## src/rtl/core/mtmq_ram.sv

```systemverilog
`timescale 1ns / 1ps
module mtmq_ram #(
  parameter int unsigned Width = 8,
  parameter int unsigned Depth = 64
) (
  input  logic                     clk_i,
  input  logic                     we_i,
  input  logic [$clog2(Depth)-1:0] waddr_i,
  input  logic [Width-1:0]         wdata_i,
  input  logic [$clog2(Depth)-1:0] raddr_i,
  output logic [Width-1:0]         rdata_o
);

  logic [Width-1:0] mem_q [Depth];

  // One write port and one registered read port.
  always_ff @(posedge clk_i) begin
    if (we_i) begin
      mem_q[waddr_i] <= wdata_i;
    end
    rdata_o <= mem_q[raddr_i];
  end

endmodule

```

## config.mk

```make
export PLATFORM = sky130hd
export DESIGN_NAME = mtmq_ram
export DESIGN_NICKNAME = d
export VERILOG_FILES = /design/src/rtl/core/mtmq_ram.sv
export SDC_FILE = /design/constraint.sdc
export NUM_CORES = 1
export LEC_CHECK = 0
export ABC_AREA = 0
export BUFFER_PORTS_ARGS = -buffer_cell sky130_fd_sc_hd__buf_2
export CAP_MARGIN = 30
export CORE_MARGIN = 3
export CORE_UTILIZATION = 50
export CTS_BUF_LIST = sky130_fd_sc_hd__clkbuf_16
export DETAILED_ROUTE_END_ITERATION = 8
export PLACE_DENSITY_LB_ADDON = 0.05
export SLEW_MARGIN = 20
export SYNTH_ARGS = -nofsm -noshare
export SYNTH_HDL_FRONTEND = slang
export SYNTH_SLANG_ARGS = --single-unit
```

## constraint.sdc

```tcl
create_clock -name clk_i -period 3.1 [get_ports clk_i]
set_input_delay 0.155 -clock clk_i [delete_from_list [all_inputs] [get_ports clk_i]]
set_output_delay 0.155 -clock clk_i [all_outputs]
set_load 0.005 [all_outputs]
```

Word-level counts from Yosys, hierarchy flattened

Memories as Yosys holds them, arrays and structs flattened. A register that Yosys moved wholly into a read port is not among the register bits.
Cells that the tools add are included.

Bits of input ports: 22
Memories: 1
Output and inout bits: 8
Latch bits: 0
Register bits: 0
ROM bits: 0
Bits in writable memories: 512

Memories:

| name  | depth | width | rd ports | clocked after memory_dff | wr ports | line | source |
|---|---|---|---|---|---|---|---|
| mem_q | 64    | 8     | 1        | 1                        | 1        | 14   | `logic [Width-1:0] mem_q [Depth];` |

$mul: 0
Div/mod/pow operators: 0
Mux-type cells: 2
Order comparisons: 0
Bitwise gates (word level): 0
Reduce and logical (&&, ||, !) cells: 0
Shift operators: 0
Eq/ne operators: 0
Add/sub/neg operators: 0

Operators by type and width:

| operator         | number |
|---|---|
| 1-bit 2-to-1 mux | 2 |

Logic depth before layout (Yosys ltp)

Gate-level depths: netlist of run 1.

Word-level depth: 2
Gate-level depth with buffers: 9
Gate-level depth less buffers: 5

Worst setup path before layout of run 1

No wires, ideal clock.

Path kind: input -> register
Start point: input port raddr_i[1]
End point: register rdata_o[3] (read register of mem_q)
Setup slack: 1277 ps
Cell stages on the path: 7
Arrival time: 1695 ps
Data required time: 2972 ps
Cells stage by stage: buf_4 -> buf_2 -> buf_2 -> mux4_2 -> mux4_2 -> o21ai_1 -> o41ai_1

RTL lines:

| what        | line | source |
|---|---|---|
| from (decl) | 10   | `input logic [$clog2(Depth)-1:0] raddr_i,` |
| to (decl)   | 11   | `output logic [Width-1:0] rdata_o` |

==> results of run 1 <==
-- worst max-delay path, cell delays in order (launching register included) --
cell,delay (ns)
edfxtp_1,0.37
mux4_2,0.48
mux2_2,0.31
o221a_2,0.28
nor3_1,0.70
o32ai_1,0.17
-- state kept, by name (all words and copies together) (netlist names) --
| signal | flops |
|---|---|
| mem_q | 512 |
| rdata_o | 8 |
-- power by group --
group | total [mW] | internal, mW | switching (mW)
clock | 6.07 | 3.58 | 2.49
combinational | 0.744 | 0.297 | 0.447
sequential | 7.81 | 7.78 | 0.0238
-- cells in the mapped netlist (4+ instances only) --
library cell,instances
nor3_1,7
o221ai_1,8
buf_4,13
buf_1,4
mux2_2,13
mux2i_1,23
a211oi_1,4
a221oi_1,6
edfxtp_1,512
buf_6,4
o22ai_1,8
nor2_1,83
nand2_1,19
mux4_2,126
nand2b_1,7
clkbuf_1,17
nand3_1,13
buf_2,11
dfxtp_1,8
nor2b_1,14
-- path summary, 6_finish.rpt --
kind                 from      endpoint  slack (ns)  cells after the start
min            wdata_i[5]  mem_q[19][5]        0.04                      1
max          mem_q[29][6]    rdata_o[6]        0.64                      5
max reg2reg  mem_q[29][6]    rdata_o[6]        0.64                      5
min reg2reg  mem_q[22][0]    rdata_o[0]        0.88                      4
-- routing by layer --
layer,up-vias,track usage,part of all wire
li1,4153,-,-
met1,5127,0.320,0.42
met2,312,0.352,0.49
met3,76,0.0494,0.066
met4,4,0.0686,0.029
met5,-,0,0.00046
-- kinds of logic (layout without fill, tap and decap cells) --
logic type             after synthesis  after routing  share of synthesized area
buffers and inverters               51            198                     0.0157
other                                0              2                          0
and+or+nand+nor                    153            153                     0.0339
AOI/OAI and AO/OA                   54             54                     0.0207
DFF                                520            520                      0.770
muxes                              162            162                      0.159
-- area by class of cell --
class	instances	area share
Antenna cell	2	0.000218
Clock buffer	53	0.0576
Sequential cell	520	0.675
Timing Repair Buffer	102	0.0364
Tap cell	518	0.0282
Multi-Input combinational cell	369	0.188
Clock inverter	43	0.0148
-- placed cells by master, fill, tap and decap left out, types with 6 or more instances in the layout --
cell,n
a221oi_1,6
buf_12,7
buf_2,25
buf_4,67
bufinv_16,6
clkbuf_16,53
clkinv_1,14
clkinv_2,8
dfxtp_1,8
edfxtp_1,512
inv_1,12
mux2_2,13
mux2i_1,23
mux4_2,126
nand2_1,19
nand2b_1,7
nand3_1,13
nor2_1,83
nor2b_1,14
nor3_1,7
o221ai_1,8
o22ai_1,8
==> impl_metrics.env, run 1 <==
export IMPL_hold_buffers=0
export IMPL_hp_class="primary input to flip-flop"
export IMPL_yosysSeqAreaShare=0.770
export IMPL_die_h_um=207
export IMPL_cp_max_fo=1
export IMPL_rsz0062_at_grt="no"
export IMPL_maxCapViolations=0
export IMPL_setup_tns_final_ns=0
export IMPL_clock_path_buffers=3
export IMPL_power_leakage_nw=7.35
export IMPL_ctsResizeCount=0
export IMPL_grt_pass1_wl_um=68100
export IMPL_cts_root_buf="clkbuf_16"
export IMPL_syn_area_um2=20200
export IMPL_grt_max_degree=65
export IMPL_via_per_inst=6.02
export IMPL_initial_core_util=0.513
export IMPL_dr_pass1_iters=5
export IMPL_drt_iter0_markers=802
export IMPL_total_power_mw=14.6
export IMPL_synth_ff_type="edfxtp_1"
export IMPL_hold_ws_ns=0.0430
export IMPL_synthCells=940
export IMPL_synth_top_area_share=0.762
export IMPL_crit_path_end_kind="flip-flop"
export IMPL_setup_viol=0
export IMPL_area_growth_pct=14.1
export IMPL_hold_viol_final=0
export IMPL_ys_ff_latch=520
export IMPL_hpwl_um=29500
export IMPL_multi_input_area_um2=4320
export IMPL_yosysWarnings=0
export IMPL_final_util=0.586
export IMPL_core_area_um2=39300
export IMPL_cts_max_level=2
export IMPL_synth_nets=962
export IMPL_nets=1067
export IMPL_track_usage=0.224
export IMPL_skew_ns=0.0179
export IMPL_final_area_um2=23000
export IMPL_port_buffers=29
export IMPL_drt_total_wl_um=45800
export IMPL_antenna_left=0
export IMPL_yosysTopAreaCell="edfxtp_1"
export IMPL_cts_setup_buffers=0
export IMPL_fillers=2959
export IMPL_vias=9672
export IMPL_drc_errors=0
export IMPL_synthArstFlopShare=0
export IMPL_cp_required_ns=3.53
export IMPL_critPathKind="flip-flop to flip-flop"
export IMPL_yosys_top_cells_area="edfxtp_1 (76%), mux4_2 (14%), nor2_1 (1.5%)"
export IMPL_period_minus_slack_ns=2.46
export IMPL_antenna_found_initial=3
export IMPL_tightest_slew_ns=0.988
export IMPL_rows=72
export IMPL_fmax_mhz=406
export IMPL_cts_buffers=52
export IMPL_gp_congestion=0.773
export IMPL_cts_tree="built"
export IMPL_slew_headroom=0.339
export IMPL_cp_data_arrival_time_ns=2.89
export IMPL_final_period_utilization=0.794
export IMPL_wl_per_cell_um=28.5
export IMPL_avgSynthCellArea_um2=21.5
export IMPL_finalMaxSlewViolations=0
export IMPL_status="finished clean"
export IMPL_synth_edf_count=512
export IMPL_clk_latency_ns=0.58
export IMPL_first_global_vias=10200
export IMPL_fp_dieW_um=207
export IMPL_path_clk_slew_ns=0.06
export IMPL_place_area_um2=21300
export IMPL_pre_cts_ws_ns=0.448
export IMPL_crit_path_start_kind="flip-flop"
export IMPL_grt_overflow_total=0
export IMPL_dp_cells=1507
export IMPL_synth_cell_types=40
export IMPL_die_area_um2=42800
export IMPL_drive_gt1_frac=0.288
export IMPL_powerDensity_nw_per_um2=635
export IMPL_area_sequential_um2=15500
export IMPL_instances_no_fill=1607
export IMPL_setup_slack_ns=0.638
export IMPL_io_pins=30
export IMPL_ir_worst_vdd_uv=499
export IMPL_clock_sinks=520
Power figures use the tool's default switching activity.
==> run 2, diff against run 1 <==
clock period = 2 ns   (was 3.1 ns; I/O delays follow)
==> impl_metrics.env, run 2 (synthesis gave the netlist of run 1 again) <==
export IMPL_top_register="mem_q"
export IMPL_skew_ns=0.0142
export IMPL_cpMaxStageDelayCell="mux4_2"
export IMPL_r2r_end="rdata_o[4]"
export IMPL_core_area_um2=39300
export IMPL_setup_viol=0
export IMPL_cts_buffers=52
export IMPL_grt_overflow_total=0
export IMPL_layout_commonest_cell="edfxtp_1"
export IMPL_status="finished clean"
export IMPL_vias=9990
export IMPL_tightest_slew_ns=0.775
export IMPL_port_buffers=29
export IMPL_pre_cts_ws_ns=-0.331
export IMPL_cts_tree="built"
export IMPL_cts_root_buf="clkbuf_16"
export IMPL_crit_path_end="rdata_o[4]"
export IMPL_worstHoldStart="wdata_i[0]"
export IMPL_r2r_cells=5
export IMPL_initial_core_util=0.513
export IMPL_hold_viol_final=0
export IMPL_fmax_mhz=515
export IMPL_dr_pass1_iters=5
export IMPL_first_global_vias=10300
export IMPL_crit_family="multiplexers"
export IMPL_nets=1131
export IMPL_clock_sinks=520
export IMPL_grt_max_degree=41
export IMPL_wl_per_cell_um=28.0
export IMPL_grt_pass1_wl_um=69300
export IMPL_slowest_delay_ns=0.46
export IMPL_cp_data_arrival_time_ns=2.40
export IMPL_clk_latency_ns=0.59
export IMPL_path_clk_slew_ns=0.06
export IMPL_cp_startpoint="mem_q[25][4]"
export IMPL_rows=72
export IMPL_io_pins=30
export IMPL_final_period_utilization=0.972
export IMPL_cp_required_ns=2.46
export IMPL_clock_path_buffers=3
export IMPL_track_usage=0.227
export IMPL_cts_max_level=2
export IMPL_antenna_found_initial=1
export IMPL_die_area_um2=42800
export IMPL_antenna_left=0
export IMPL_total_power_mw=22.7
export IMPL_largest_reg_flops=512
export IMPL_dp_cells=1571
export IMPL_hp_class="primary input to flip-flop"
export IMPL_finalMaxSlewViolations=0
export IMPL_crit_path_start_kind="flip-flop"
export IMPL_maxCapViolations=0
export IMPL_r2r_slack_ns=0.06
export IMPL_setup_slack_ns=0.0569
export IMPL_area_growth_pct=17.0
export IMPL_critPathBufInv=0
export IMPL_layout_common_cells="edfxtp_1 (512), mux4_2 (126), buf_4 (119), nor2_1 (81), clkbuf_16 (53)"
export IMPL_crit_path_end_kind="flip-flop"
export IMPL_critPathKind="flip-flop to flip-flop"
export IMPL_drc_errors=0
export IMPL_crit_cells=5
export IMPL_hpwl_um=31300
export IMPL_fp_dieW_um=207
export IMPL_via_per_inst=5.99
export IMPL_power_leakage_nw=7.70
export IMPL_drive_gt1_frac=0.334
export IMPL_fillers=2872
export IMPL_drt_iter0_markers=867
export IMPL_die_h_um=207
export IMPL_instances_no_fill=1668
export IMPL_cp_cell_sequence="mux4_2 > mux2_2 > o221a_2 > nor3_4 > o32ai_1"
export IMPL_period_minus_slack_ns=1.94
export IMPL_drt_total_wl_um=46800
export IMPL_cp_max_fo=1
export IMPL_cts_setup_buffers=0
export IMPL_gp_congestion=0.823
export IMPL_slew_headroom=0.483
export IMPL_largest_registers="mem_q (512), rdata_o (8)"
export IMPL_ir_worst_vdd_uv=870
export IMPL_r2r_start="mem_q[25][4]"
export IMPL_powerDensity_nw_per_um2=962
run 2: changes by cell type in the layout (fill, tap and decap cells not counted), moves of 3 or more:
cell,before,now
buf_12,7,18
buf_4,67,119
clkinv_1,14,9
inv_1,12,9
run 2: routing by layer:
layer | GRT usage | routed length [um]
met1 | 0.319 | 19300
met2 | 0.364 | 22900
met3 | 0.0397 | 2830
met4 | 0.0850 | 1720
met5 | 0 | 0
run 2: cell type report:
class | count | area, um2 | share of cell area
timing repair buffer | 166 | 1420 | 0.0601
antenna | 3 | 7.51 | 0.000318
sequential | 520 | 15500 | 0.658
multi-input combinational | 369 | 4340 | 0.184
clock inverter | 39 | 320 | 0.0136
clock buffer | 53 | 1330 | 0.0562
tap | 518 | 648 | 0.0275
run 2: stage by stage:
step / hold slack, ns / utilization / setup TNS (ns) / instance area, um2
3_5_place_dp: 0.492 / 0.557 / -1.65 / 21900
5_1_grt: 0.0377 / 0.601 / -0.0189 / 23600
3_3_place_gp: 0.488 / 0.557 / -1.63 / 21900
2_1_floorplan: 0.199 / - / 0 / 20200
6_report: 0.0223 / 0.601 / 0 / 23600
4_1_cts: 0.00127 / 0.600 / 0 / 23600
run 2: where the power goes:
| group | total (mW) | internal, mW | switching [mW] |
|---|---|---|---|
| sequential | 12.1 | 12.1 | 0.0431 |
| combinational | 1.25 | 0.535 | 0.714 |
| clock | 9.36 | 5.43 | 3.92 |
run 2: repair_timing:
| action | in CTS | in global routing |
|---|---|---|
| endpoints found under the hold margin | 9 | 0 |
| pin swaps | 0 | 2 |
| hold buffers | 2 | 0 |
| resized for setup | 4 | 2 |
| setup endpoints to repair | 4 | 2 |
run 2: worst min-delay path by stage:
stage	slack [ns]	to	cells after the start
after floorplan	0.20	mem_q[0][0]	0
after global placement	0.49	mem_q[28][5]	1
after detailed placement	0.49	mem_q[25][5]	1
after CTS	0.001	mem_q[28][0]	1
after global routing	0.04	mem_q[28][2]	1
final	0.02	mem_q[28][0]	1
